### src/hdl/cphe_pkg.sv
`timescale 1ns / 1ps
// ---------------------------------------------------------------------------
// cphe_pkg
// Types and constants shared by the capture packet header extractor.
// ---------------------------------------------------------------------------
package cphe_pkg;

   localparam int unsigned GLOBAL_HDR_BYTES = 24;
   localparam int unsigned HDR_BYTES        = 42;

   localparam logic [31:0] USEC_PER_SEC = 32'd1000000;

   localparam logic [15:0] ETH_TYPE_IPV4 = 16'h0800;
   localparam logic [15:0] ETH_TYPE_ARP  = 16'h0806;

   localparam logic [7:0] IP_PROTO_ICMP = 8'h01;
   localparam logic [7:0] IP_PROTO_TCP  = 8'h06;
   localparam logic [7:0] IP_PROTO_UDP  = 8'h11;

   localparam logic [2:0] KIND_OTHER    = 3'd0;
   localparam logic [2:0] KIND_ARP      = 3'd1;
   localparam logic [2:0] KIND_TCP      = 3'd2;
   localparam logic [2:0] KIND_UDP      = 3'd3;
   localparam logic [2:0] KIND_ICMP     = 3'd4;
   localparam logic [2:0] KIND_IP_OTHER = 3'd5;

   typedef logic [HDR_BYTES-1:0][7:0] hdr_bytes_type;

   typedef struct packed {
      logic [47:0] dest_mac;
      logic [47:0] source_mac;
      logic [15:0] ether_kind;
      logic [2:0]  packet_kind;
      logic [31:0] sender_ip;
      logic [31:0] target_ip;
      logic [15:0] first_port;
      logic [15:0] second_port;
      logic [7:0]  time_to_live;
      logic [7:0]  upper_protocol;
      logic [15:0] arp_operation;
   } pkt_fields_type;

   typedef struct packed {
      logic [31:0]    delta_sec;
      logic [31:0]    delta_usec;
      pkt_fields_type fields;
   } rec_entry_type;

endpackage

### src/hdl/cphe_front.sv
`timescale 1ns / 1ps
// ---------------------------------------------------------------------------
// cphe_front
// Byte-stream parser: skips the global header, assembles record headers,
// captures the leading packet bytes and classifies each finished record.
// ---------------------------------------------------------------------------
module cphe_front (
   input  logic                    clock,
   input  logic                    reset,
   input  logic                    byte_take,
   input  logic [7:0]              data_byte,
   output logic                    rec_push,
   output cphe_pkg::rec_entry_type rec_entry
);

   logic [4:0]             skip_ff, skip_in;
   logic                   body_ff, body_in;
   logic [31:0]            pos_ff, pos_in;
   logic [31:0]            sec_ff, sec_in;
   logic [31:0]            usec_ff, usec_in;
   logic [31:0]            caplen_ff, caplen_in;
   logic [31:0]            first_sec_ff, first_sec_in;
   logic [31:0]            first_usec_ff, first_usec_in;
   logic                   first_seen_ff, first_seen_in;
   cphe_pkg::hdr_bytes_type hdr_ff, hdr_in;

   cphe_pkg::hdr_bytes_type hdr_wr;
   cphe_pkg::hdr_bytes_type push_hdr;
   logic [3:0]             hpos;
   logic [31:0]            ins_word;
   logic [31:0]            pos_inc;
   logic                   in_skip;

   assign hpos     = pos_ff[3:0];
   assign ins_word = 32'(data_byte) << {hpos[1:0], 3'b000};
   assign pos_inc  = pos_ff + 32'd1;
   assign in_skip  = (skip_ff < 5'(cphe_pkg::GLOBAL_HDR_BYTES));

   always_comb begin
      for (int i = 0; i < cphe_pkg::HDR_BYTES; i++) begin
         hdr_wr[i] = (pos_ff == 32'(i)) ? data_byte : hdr_ff[i];
      end
   end

   always_comb begin
      skip_in       = skip_ff;
      body_in       = body_ff;
      pos_in        = pos_ff;
      sec_in        = sec_ff;
      usec_in       = usec_ff;
      caplen_in     = caplen_ff;
      first_sec_in  = first_sec_ff;
      first_usec_in = first_usec_ff;
      first_seen_in = first_seen_ff;
      hdr_in        = hdr_ff;
      rec_push      = 1'b0;
      push_hdr      = '0;
      if (byte_take) begin
         if (in_skip) begin
            skip_in = skip_ff + 5'd1;
         end else if (!body_ff) begin
            // Little-endian words; the first byte of a word clears the rest.
            case (hpos[3:2])
               2'd0: sec_in = (hpos[1:0] == 2'd0) ? ins_word : (sec_ff | ins_word);
               2'd1: usec_in = (hpos[1:0] == 2'd0) ? ins_word : (usec_ff | ins_word);
               2'd2: caplen_in = (hpos[1:0] == 2'd0) ? ins_word : (caplen_ff | ins_word);
               default: ;
            endcase
            if (hpos == 4'd7 && !first_seen_ff) begin
               first_seen_in = 1'b1;
               first_sec_in  = sec_ff;
               first_usec_in = usec_ff | ins_word;
            end
            if (hpos == 4'd15) begin
               hdr_in = '0;
               pos_in = '0;
               if (caplen_ff == 32'd0) begin
                  rec_push = 1'b1;
               end else begin
                  body_in = 1'b1;
               end
            end else begin
               pos_in = 32'(hpos) + 32'd1;
            end
         end else begin
            hdr_in = hdr_wr;
            if (pos_inc >= caplen_ff) begin
               rec_push = 1'b1;
               push_hdr = hdr_wr;
               body_in  = 1'b0;
               pos_in   = '0;
            end else begin
               pos_in = pos_inc;
            end
         end
      end
   end

   // Classification of the finished record.
   always_comb begin
      rec_entry                    = '0;
      rec_entry.delta_sec          = sec_ff - first_sec_ff;
      rec_entry.delta_usec         = usec_ff - first_usec_ff;
      rec_entry.fields.dest_mac    = {push_hdr[0], push_hdr[1], push_hdr[2],
                                      push_hdr[3], push_hdr[4], push_hdr[5]};
      rec_entry.fields.source_mac  = {push_hdr[6], push_hdr[7], push_hdr[8],
                                      push_hdr[9], push_hdr[10], push_hdr[11]};
      rec_entry.fields.ether_kind  = {push_hdr[12], push_hdr[13]};
      rec_entry.fields.packet_kind = cphe_pkg::KIND_OTHER;
      if (rec_entry.fields.ether_kind == cphe_pkg::ETH_TYPE_ARP) begin
         rec_entry.fields.packet_kind   = cphe_pkg::KIND_ARP;
         rec_entry.fields.arp_operation = {push_hdr[20], push_hdr[21]};
         rec_entry.fields.sender_ip     = {push_hdr[28], push_hdr[29],
                                           push_hdr[30], push_hdr[31]};
         rec_entry.fields.target_ip     = {push_hdr[38], push_hdr[39],
                                           push_hdr[40], push_hdr[41]};
      end else if (rec_entry.fields.ether_kind == cphe_pkg::ETH_TYPE_IPV4) begin
         rec_entry.fields.time_to_live   = push_hdr[22];
         rec_entry.fields.upper_protocol = push_hdr[23];
         rec_entry.fields.sender_ip      = {push_hdr[26], push_hdr[27],
                                            push_hdr[28], push_hdr[29]};
         rec_entry.fields.target_ip      = {push_hdr[30], push_hdr[31],
                                            push_hdr[32], push_hdr[33]};
         case (push_hdr[23]) inside
            cphe_pkg::IP_PROTO_TCP, cphe_pkg::IP_PROTO_UDP: begin
               rec_entry.fields.packet_kind =
                  (push_hdr[23] == cphe_pkg::IP_PROTO_TCP) ? cphe_pkg::KIND_TCP
                                                           : cphe_pkg::KIND_UDP;
               rec_entry.fields.first_port  = {push_hdr[34], push_hdr[35]};
               rec_entry.fields.second_port = {push_hdr[36], push_hdr[37]};
            end
            cphe_pkg::IP_PROTO_ICMP: begin
               rec_entry.fields.packet_kind = cphe_pkg::KIND_ICMP;
               rec_entry.fields.first_port  = {push_hdr[34], push_hdr[35]};
            end
            default: rec_entry.fields.packet_kind = cphe_pkg::KIND_IP_OTHER;
         endcase
      end
   end

   always_ff @(posedge clock) begin
      if (reset) begin
         skip_ff       <= '0;
         body_ff       <= 1'b0;
         pos_ff        <= '0;
         first_seen_ff <= 1'b0;
      end else begin
         skip_ff       <= skip_in;
         body_ff       <= body_in;
         pos_ff        <= pos_in;
         first_seen_ff <= first_seen_in;
      end
   end

   always_ff @(posedge clock) begin
      sec_ff        <= sec_in;
      usec_ff       <= usec_in;
      caplen_ff     <= caplen_in;
      first_sec_ff  <= first_sec_in;
      first_usec_ff <= first_usec_in;
      hdr_ff        <= hdr_in;
   end

endmodule

### src/hdl/cphe_queue.sv
`timescale 1ns / 1ps
// ---------------------------------------------------------------------------
// cphe_queue
// Two-entry queue of classified records between the parser and the
// result pipeline.
// ---------------------------------------------------------------------------
module cphe_queue (
   input  logic                    clock,
   input  logic                    reset,
   input  logic                    push,
   input  cphe_pkg::rec_entry_type push_entry,
   input  logic                    pop,
   output logic                    head_valid,
   output cphe_pkg::rec_entry_type head_entry,
   output logic                    full
);

   cphe_pkg::rec_entry_type slot_ff [2];
   logic       wr_ptr_ff, wr_ptr_in;
   logic       rd_ptr_ff, rd_ptr_in;
   logic [1:0] count_ff, count_in;

   assign head_valid = (count_ff != 2'd0);
   assign full       = (count_ff == 2'd2);
   assign head_entry = slot_ff[rd_ptr_ff];

   always_comb begin
      wr_ptr_in = wr_ptr_ff ^ push;
      rd_ptr_in = rd_ptr_ff ^ pop;
      count_in  = count_ff + 2'(push) - 2'(pop);
   end

   always_ff @(posedge clock) begin
      if (reset) begin
         wr_ptr_ff <= 1'b0;
         rd_ptr_ff <= 1'b0;
         count_ff  <= '0;
      end else begin
         wr_ptr_ff <= wr_ptr_in;
         rd_ptr_ff <= rd_ptr_in;
         count_ff  <= count_in;
      end
   end

   always_ff @(posedge clock) begin
      if (push) begin
         slot_ff[wr_ptr_ff] <= push_entry;
      end
   end

endmodule

### src/hdl/cphe_back.sv
`timescale 1ns / 1ps
// ---------------------------------------------------------------------------
// cphe_back
// Result pipeline: scales the seconds difference, adds the microseconds
// difference and holds the result until it is taken.
// ---------------------------------------------------------------------------
module cphe_back (
   input  logic                     clock,
   input  logic                     reset,
   input  logic                     head_valid,
   input  cphe_pkg::rec_entry_type  head_entry,
   output logic                     pop,
   input  logic                     out_stall,
   output logic                     out_valid,
   output logic [31:0]              out_elapsed,
   output cphe_pkg::pkt_fields_type out_fields
);

   logic                     s1_valid_ff, s1_valid_in;
   logic [31:0]              s1_prod_ff;
   logic [31:0]              s1_usec_ff;
   cphe_pkg::pkt_fields_type s1_fields_ff;
   logic                     out_valid_ff, out_valid_in;
   logic [31:0]              elapsed_ff;
   cphe_pkg::pkt_fields_type fields_ff;

   logic out_load;
   logic s1_ready;

   assign out_load = s1_valid_ff && (!out_valid_ff || !out_stall);
   assign s1_ready = !s1_valid_ff || out_load;
   assign pop      = head_valid && s1_ready;

   always_comb begin
      s1_valid_in  = s1_ready ? head_valid : s1_valid_ff;
      out_valid_in = out_load ? 1'b1 : (out_valid_ff && out_stall);
   end

   always_ff @(posedge clock) begin
      if (reset) begin
         s1_valid_ff  <= 1'b0;
         out_valid_ff <= 1'b0;
      end else begin
         s1_valid_ff  <= s1_valid_in;
         out_valid_ff <= out_valid_in;
      end
   end

   always_ff @(posedge clock) begin
      if (pop) begin
         s1_prod_ff   <= 32'(head_entry.delta_sec * cphe_pkg::USEC_PER_SEC);
         s1_usec_ff   <= head_entry.delta_usec;
         s1_fields_ff <= head_entry.fields;
      end
      if (out_load) begin
         elapsed_ff <= s1_prod_ff + s1_usec_ff;
         fields_ff  <= s1_fields_ff;
      end
   end

   assign out_valid   = out_valid_ff;
   assign out_elapsed = elapsed_ff;
   assign out_fields  = fields_ff;

endmodule

### src/hdl/capture_packet_header_extractor.sv
`timescale 1ns / 1ps
// A record's result passes the record queue, the product stage and the output register before it is valid.
// Throughput: one byte per cycle; a record yields at most one item per 16 bytes.
// The input stalls only while the two-entry record queue is full, which needs
// the result side to hold off for several records.
// Reset is synchronous and clears the parser counters, the queue and the pipeline.
// ---------------------------------------------------------------------------
// capture_packet_header_extractor
// Parses a capture byte stream into one header summary per packet record.
// ---------------------------------------------------------------------------
module capture_packet_header_extractor (
   input  logic        clock,
   input  logic        reset,
   input  logic        req_valid,
   output logic        req_stall,
   input  logic [7:0]  req_data_byte,
   output logic        rsp_valid,
   input  logic        rsp_stall,
   output logic [31:0] rsp_elapsed_us,
   output logic [47:0] rsp_dest_mac,
   output logic [47:0] rsp_source_mac,
   output logic [15:0] rsp_ether_kind,
   output logic [2:0]  rsp_packet_kind,
   output logic [31:0] rsp_sender_ip,
   output logic [31:0] rsp_target_ip,
   output logic [15:0] rsp_first_port,
   output logic [15:0] rsp_second_port,
   output logic [7:0]  rsp_time_to_live,
   output logic [7:0]  rsp_upper_protocol,
   output logic [15:0] rsp_arp_operation
);

   logic                     byte_take;
   logic                     rec_push;
   cphe_pkg::rec_entry_type  rec_entry;
   logic                     q_pop;
   logic                     q_valid;
   logic                     q_full;
   cphe_pkg::rec_entry_type  q_entry;
   cphe_pkg::pkt_fields_type out_fields;

   assign req_stall = q_full;
   assign byte_take = req_valid && !req_stall;

   cphe_front u_front (
      .clock     (clock),
      .reset     (reset),
      .byte_take (byte_take),
      .data_byte (req_data_byte),
      .rec_push  (rec_push),
      .rec_entry (rec_entry)
   );

   cphe_queue u_queue (
      .clock      (clock),
      .reset      (reset),
      .push       (rec_push),
      .push_entry (rec_entry),
      .pop        (q_pop),
      .head_valid (q_valid),
      .head_entry (q_entry),
      .full       (q_full)
   );

   cphe_back u_back (
      .clock       (clock),
      .reset       (reset),
      .head_valid  (q_valid),
      .head_entry  (q_entry),
      .pop         (q_pop),
      .out_stall   (rsp_stall),
      .out_valid   (rsp_valid),
      .out_elapsed (rsp_elapsed_us),
      .out_fields  (out_fields)
   );

   assign rsp_dest_mac       = out_fields.dest_mac;
   assign rsp_source_mac     = out_fields.source_mac;
   assign rsp_ether_kind     = out_fields.ether_kind;
   assign rsp_packet_kind    = out_fields.packet_kind;
   assign rsp_sender_ip      = out_fields.sender_ip;
   assign rsp_target_ip      = out_fields.target_ip;
   assign rsp_first_port     = out_fields.first_port;
   assign rsp_second_port    = out_fields.second_port;
   assign rsp_time_to_live   = out_fields.time_to_live;
   assign rsp_upper_protocol = out_fields.upper_protocol;
   assign rsp_arp_operation  = out_fields.arp_operation;

   // The queue is never written while full.
   a_no_overflow : assert property (@(posedge clock) disable iff (reset)
      rec_push |-> !q_full)
      else $error("record queue overflow");

   // A pop always comes from a non-empty queue.
   a_no_underflow : assert property (@(posedge clock) disable iff (reset)
      q_pop |-> q_valid)
      else $error("record queue underflow");

   a_kind_range : assert property (@(posedge clock) disable iff (reset)
      rsp_valid |-> (rsp_packet_kind <= cphe_pkg::KIND_IP_OTHER))
      else $error("packet kind out of range");

   // Items that are neither ARP nor IPv4 carry only MACs and the ethertype.
   a_other_zero : assert property (@(posedge clock) disable iff (reset)
      (rsp_valid && rsp_packet_kind == cphe_pkg::KIND_OTHER) |->
         (rsp_sender_ip == 32'd0 && rsp_time_to_live == 8'd0 &&
          rsp_arp_operation == 16'd0 && rsp_first_port == 16'd0))
      else $error("non-IP item carries protocol fields");

endmodule

### config.mk
export PLATFORM = sky130hd
export DESIGN_NAME = capture_packet_header_extractor
export DESIGN_NICKNAME = d
export VERILOG_FILES = /design/src/hdl/cphe_pkg.sv /design/src/hdl/cphe_front.sv /design/src/hdl/cphe_queue.sv /design/src/hdl/cphe_back.sv /design/src/hdl/capture_packet_header_extractor.sv
export SDC_FILE = /design/constraint.sdc
export NUM_CORES = 2
export LEC_CHECK = 0
export ABC_AREA = 1
export BUFFER_PORTS_ARGS = -buffer_cell sky130_fd_sc_hd__buf_2
export CORE_MARGIN = 2
export CORE_UTILIZATION = 58
export CTS_CLUSTER_SIZE = 24
export DETAILED_ROUTE_END_ITERATION = 16
export PLACE_DENSITY = 0.79
export SLEW_MARGIN = 20
export SYNTH_ARGS = -nofsm -noshare
export SYNTH_HDL_FRONTEND = slang
export SYNTH_HIERARCHICAL = 1
export SYNTH_SLANG_ARGS = --single-unit
export TNS_END_PERCENT = 50
### constraint.sdc
create_clock -name clock -period 46.9 [get_ports clock]
set_clock_uncertainty 0.05 [all_clocks]
set_input_delay 2.345 -clock clock [delete_from_list [all_inputs] [get_ports clock]]
set_output_delay 2.345 -clock clock [all_outputs]
set_load 0.02 [all_outputs]
# Word-level counts from Yosys, hierarchy flattened
# Memories as Yosys holds them, arrays and structs flattened. A register that Yosys moved wholly into a read port is not among the register bits.
# Index checks and enable logic that the tools add are counted.
[classes]
add_sub_neg = 8
n_mul = 1
magnitude_cmp = 2
eq_ne = 51
shift = 1
muxes = 78
n_bitwise = 7
reduce_logical = 26
[ops]
columns = ["cell", "n"]
rows = [
  ["2-to-1 mux 336 bit", 6],
  ["equality test 32 x 5 -> 1 bit, second input constant", 16],
  ["2-to-1 mux 8 bit", 42],
  ["equality test 32 x 6 -> 1 bit, second input constant", 10],
  ["equality test 32 x 4 -> 1 bit, second input constant", 8],
  ["2-to-1 mux 32 bit", 6],
  ["equality test 32 x 3 -> 1 bit, second input constant", 4],
  ["2-to-1 mux 115 bit", 1],
  ["bitwise OR 32 bit", 3],
  ["2-to-1 mux 67 bit", 1],
  ["equality test 32 x 2 -> 1 bit, second input constant", 2],
  ["logical NOT 32 bit", 2],
  ["2-to-1 mux 16 bit", 4],
  ["subtractor 32 bit", 2],
  ["2-to-1 mux 48 bit", 1],
  ["adder 32 x 1 -> 32 bit, second input constant", 1],
  ["adder 32 bit", 1],
  ["equality test 16 x 12 -> 1 bit, second input constant", 2],
  ["equality test 32 x 1 -> 1 bit, second input constant", 1],
  [">= comparator 32 bit", 1],
  ["multiplier 32 x 14 -> 26 bit, second input constant", 1],
  ["left shift 8 x 5 -> 32 bit", 1],
  ["2-to-1 mux 1 bit", 16],
  ["AND reduction 4 bit", 4],
  ["23 further kinds", 38],
]
[totals]
register_bits = 1117
ramBits = 614
output_inout_bits = 277
mem_count = 1
[mem_list]
columns = ["name", "words", "width", "read_ports", "rd_ports_with_merged_regs", "wr", "line_no", "rtl"]
rows = [
  ["u_queue.slot_ff", 2, 307, 1, 1, 1, "cphe_queue.sv:18", "cphe_pkg::rec_entry_type slot_ff [2];"],
]

# Logic depth before layout (Yosys ltp)
[logic_depth]
word_depth = 11
mapped_depth = 32
mapped_depth_nobuf = 30

# Hierarchy
# The synthesis kept the hierarchy.
[by_module_without_submodules]
columns = ["mod", "instances", "cells_each", "area_each_um2"]
rows = [
  ["cphe_front", 1, 3174, 27983.1],
  ["cphe_queue", 1, 982, 23169.7],
  ["cphe_back", 1, 1416, 22841.9],
  ["capture_packet_header_extractor", 1, 2, 10.0],
]

# Least setup slack after synthesis
# No wires, ideal clock.
[synth_path]
path_kind = "input to register"
start = "in req_valid"
end = "mem u_queue/slot_ff[0][0] (netlist bit), enable pin"
setup_time_ns = 0.710
arrival_ns = 24.615
t_required_ns = 46.140
path_slack_ns = 21.525
cell_stages = 11
n_path_buf = 2
cell_sequence = "inv_1 nor2_2 inv_1 nor2_1 clkinv_1 clkbuf_1 buf_1 a21oi_1 o211ai_1 inv_1 ha_1"
[synth_between]
elab_chain_cells = 4
[synth_rtl]
columns = ["item", "line_no", "rtl"]
rows = [
  ["start: declaration", "capture_packet_header_extractor.sv:14", "input logic req_valid,"],
  ["logical AND 1 bit", "capture_packet_header_extractor.sv:43", "assign byte_take = req_valid && !req_stall;"],
  ["net byte_take", "capture_packet_header_extractor.sv:33", "logic byte_take;"],
  ["2-to-1 mux 1 bit", "cphe_front.sv:58", "if (byte_take) begin"],
  ["net rec_push", "capture_packet_header_extractor.sv:34", "logic rec_push;"],
  ["2-to-1 mux 1 bit", "cphe_queue.sv:46", "if (push) begin"],
  ["2-to-1 mux 1 bit (not written as such)", "cphe_queue.sv:47", "slot_ff[wr_ptr_ff] <= push_entry;"],
  ["end: declaration", "cphe_queue.sv:18", ""],
]
# The timed path passes the listed nets, and every way through them passes these cells.

# Worst setup path after layout
[layout_path]
start = "reg u_front.pos_ff[1]"
end = "mem u_queue/slot_ff[0][94] (netlist bit), enable pin"
[layout_between]
elab_chain_cells = 8
[layout_rtl]
columns = ["item", "line_no", "rtl"]
rows = [
  ["start: declaration", "cphe_front.sv:18", "logic [31:0] pos_ff, pos_in;"],
  ["start signal: assignment", "cphe_front.sv:150", "pos_ff <= pos_in;"],
  ["adder 32 x 1 -> 32 bit", "cphe_front.sv:36", "assign pos_inc = pos_ff + 32'd1;"],
  [">= comparator 32 bit", "cphe_front.sv:87", "if (pos_inc >= caplen_ff) begin"],
  ["2-to-1 mux 1 bit", "cphe_front.sv:87", ""],
  ["2-to-1 mux 1 bit (*)", "cphe_front.sv:61", "end else if (!body_ff) begin"],
  ["2-to-1 mux 1 bit (*)", "cphe_front.sv:59", "if (in_skip) begin"],
  ["2-to-1 mux 1 bit (*)", "cphe_front.sv:58", ""],
  ["net rec_push", "capture_packet_header_extractor.sv:34", ""],
  ["2-to-1 mux 1 bit (*)", "cphe_queue.sv:46", ""],
  ["2-to-1 mux 1 bit (not written as such) (*)", "cphe_queue.sv:47", ""],
]
# The timed path passes the listed nets; every way through them passes the cells marked *.

==> key figures <==
STA
  – Final min period: 8.28 ns
  – Fin. max-slew vios: 0
  – Fmax: 121 MHz
  – RSZ-0062 raised after global routing: false
  – Worst slew pin tran: 1.15 ns
  – Setup TNS: 0 ns
  – Slew Limit Headroom: 22.4%
  – Setup violators final: 0
  – Tcrit/Tclk final: 17.7%
  – Final Hold Fails: 0

Placement
  – IO Port Bufs: 288
  – Placed wire-length estimate: 103 mm
  – Placed insts: 7,233
  – Gp weighted congestion: 0.883
  – Placed Area: 75,600 um2

Power and ir drop
  – Power, Total: 4.98 mW
  – Maximum VDD drop: 0.125 mV
  – Pleak: 28.4 nW
  – PwrDens: 61.6 nW/um2

Route
  – Drt first-iter violations: 5,197
  – Post-DR vias/cell: 5.82
  – Antenna viol nets, final: 0
  – Final wirelength: 163 mm
  – Routed length per instance: 21.6 um
  – DR pass1 iterations: 8
  – Routed vias: 43,860
  – Residual DRC count: 0

Final layout
  – Design Area, Final: 80,800 um2
  – Share of layout cells above drive strength 1: 16.5%
  – Finished Core Util: 65.1%
  – Multi-input combinational cell area: 20,900 um2
  – Reg area: 48,900 um2
  – Area growth from synthesis to layout: 11.0%
  – Filler instances: 8,508
  – Fin cells: 7,532
  – Nets@finish: 6,036

Clock tree
  – Clk slew on worst S/H paths: 0.06 ns
  – Worst skew pair latency: 0.82 ns
  – CTS tree: built
  – TritonCTS buffer count: 162
  – Clk sinks: 1,643
  – H-tree depth: 4
  – Root Driver: clkbuf_16
  – Post-CTS Hold Buffers: 0
  – Post-CTS setup buffer count: 0
  – Clock Path Buffers: 3
  – Post-CTS sizing: 0

Min path
  – Worst min-delay path category: reg -> reg

Global routing
  – Antenna violations before repair: 1
  – First-pass GRT wire length: 246 mm
  – Met3 usage: 4.48%
  – Remaining global-route overflow: 0
  – GR peak layer: met2
  – Largest net degree at the start of global routing: 143
  – Gr usage total: 25.2%
  – GR Util met1: 34.7%
  – GR Util met2: 40.6%
  – Number of global-route vias before repair: 42,482

Worst setup path
  – WP buf/inv: 6
  – Most used cell, CP: nor2_1
  – Worst Setup Start Kind: register
  – Crit-path max cell delay: 0.92 ns
  – Critical path's slowest cell: buf_4
  – Critical path class: reg -> reg
  – CP endpoint kind: register
  – Worst-path fanout max: 78
  – Crit path max-delay family: simple AND/OR/NAND/NOR gates
  – Crit path arrival time: 8.63 ns
  – Critical Path RT: 47.25 ns

Die
  – Die height: 358 um
  – Initial cell density of the core: 58.6%
  – Placeable Area: 124,000 um2
  – Num ports: 289
  – Width of the die: 358 um
  – Row count: 129
  – Die area: 128,000 um2

Synth
  – Synth warn: 6
  – Mapped Area: 72,800 um2
  – Post-synth net total: 5,735
  – Syn Inst Count: 5,464
  – Mean Syn Cell Area: 13.3 um2

Outcome
  – Status: completed

Run
  – Max-cap violations: 0
[routing by layer]
layer | wire length [um] | up-vias
li1 | - | 19999
met1 | 66200 | 21455
met2 | 77800 | 2076
met3 | 13500 | 330
met4 | 5170 | 0
met5 | 0 | -
[worst paths after layout]
check | slack [ns] | start | to | depth (start not counted)
setup / recovery | 38.62 | u_front/pos_ff[1]$_SDFFE_PP0P_ | u_queue/slot_ff[0][94]$_DFFE_PP_ | 27
setup reg to reg | 38.62 | u_front/pos_ff[1]$_SDFFE_PP0P_ | u_queue/slot_ff[0][94]$_DFFE_PP_ | 27
hold / removal | 0.35 | u_back/s1_fields_ff[54]$_DFFE_PP_ | u_back/out_fields[54]$_DFFE_PP_ | 0
hold reg to reg | 0.35 | u_back/s1_fields_ff[54]$_DFFE_PP_ | u_back/out_fields[54]$_DFFE_PP_ | 0
[layout by cell type, fill, tap and decap left out, types with 35 or more instances in the layout]
| master | count |
|---|---|
| nor2_1 | 504 |
| a21oi_1 | 195 |
| fa_1 | 69 |
| clkbuf_1 | 36 |
| dfxtp_1 | 43 |
| nand4_1 | 42 |
| ha_1 | 188 |
| xor2_1 | 77 |
| xnor2_1 | 35 |
| buf_2 | 288 |
| clkbuf_16 | 163 |
| buf_4 | 39 |
| nand3_1 | 149 |
| o21ai_0 | 207 |
| and2_1 | 97 |
| inv_1 | 522 |
| a211oi_1 | 177 |
| edfxtp_1 | 1598 |
| mux2_4 | 200 |
| nor3_1 | 37 |
| mux2_2 | 101 |
| nand2_1 | 785 |
| clkinv_1 | 37 |
[worst reg2reg max path: stages, from the launching register on]
cell and delay [ns]:
dfxtp_1 0.64, ha_1 0.43, inv_1 0.12, nor2_4 0.19
nand2_1 0.14, nor2_1 0.21, nand3_1 0.14, nor2_1 0.18
nand2_1 0.12, nor2_1 0.25, nand2_1 0.14, nor2_1 0.14
xnor2_1 0.13, inv_1 0.08, ha_1 0.27, nand2_1 0.06
nor2_1 0.14, nand4_1 0.13, a21oi_1 0.14, nor2_1 0.05
nand2_1 0.37, nor2_1 0.32, inv_1 0.21, o211ai_1 0.10
inv_1 0.25, ha_4 0.91, buf_4 0.87, buf_4 0.99
[power breakdown]
group          internal (mW)  total, mW  leakage [nW]  switching [mW]
registers               1.84       1.89          13.7          0.0436
logic                  0.639       1.84          12.3            1.20
clock network          0.691       1.25          2.47           0.556
total                   3.17       4.98          28.4            1.80
[stage by stage]
| stage | worst slack (ns) | hold WS (ns) |
|---|---|---|
| global route | 37.93 | 0.359 |
| global placement | 38.85 | 0.351 |
| finish | 38.62 | 0.354 |
| detailed placement | 38.67 | 0.355 |
| CTS | 38.67 | 0.350 |
| floorplan | 21.67 | 0.350 |
[layout make-up]
| type | count | area share [%] |
|---|---|---|
| clock inverter | 94 | 1.12 |
| timing repair buffer | 334 | 2.27 |
| sequential | 1643 | 60.5 |
| antenna | 1 | 0.00310 |
| multi-input combinational | 3088 | 25.9 |
| tap | 1637 | 2.53 |
| inverter | 536 | 2.50 |
| clock buffer | 199 | 5.21 |
[flip-flops by register name, summed over array words and instances (netlist names)]
signal and count:
u_queue/rd_ptr_ff 1, u_front/first_seen_ff 1, u_back/out_valid 1, u_front/caplen_ff 32, u_queue/wr_ptr_ff 1, u_back/s1_valid_ff 1, u_front/sec_ff 26, u_queue/slot_ff 602
u_front/body_ff 1, u_front/pos_ff 32, u_front/first_usec_ff 32, u_back/s1_fields_ff 243, u_front/usec_ff 32, u_back/out_fields 243, u_back/s1_prod_ff 26, u_back/s1_usec_ff 32
u_front/hdr_ff 272, u_back/out_elapsed 32, u_front/first_sec_ff 26, u_queue/count_ff 2, u_front/skip_ff 5
Note: power is estimated with default switching activity, not from simulation.
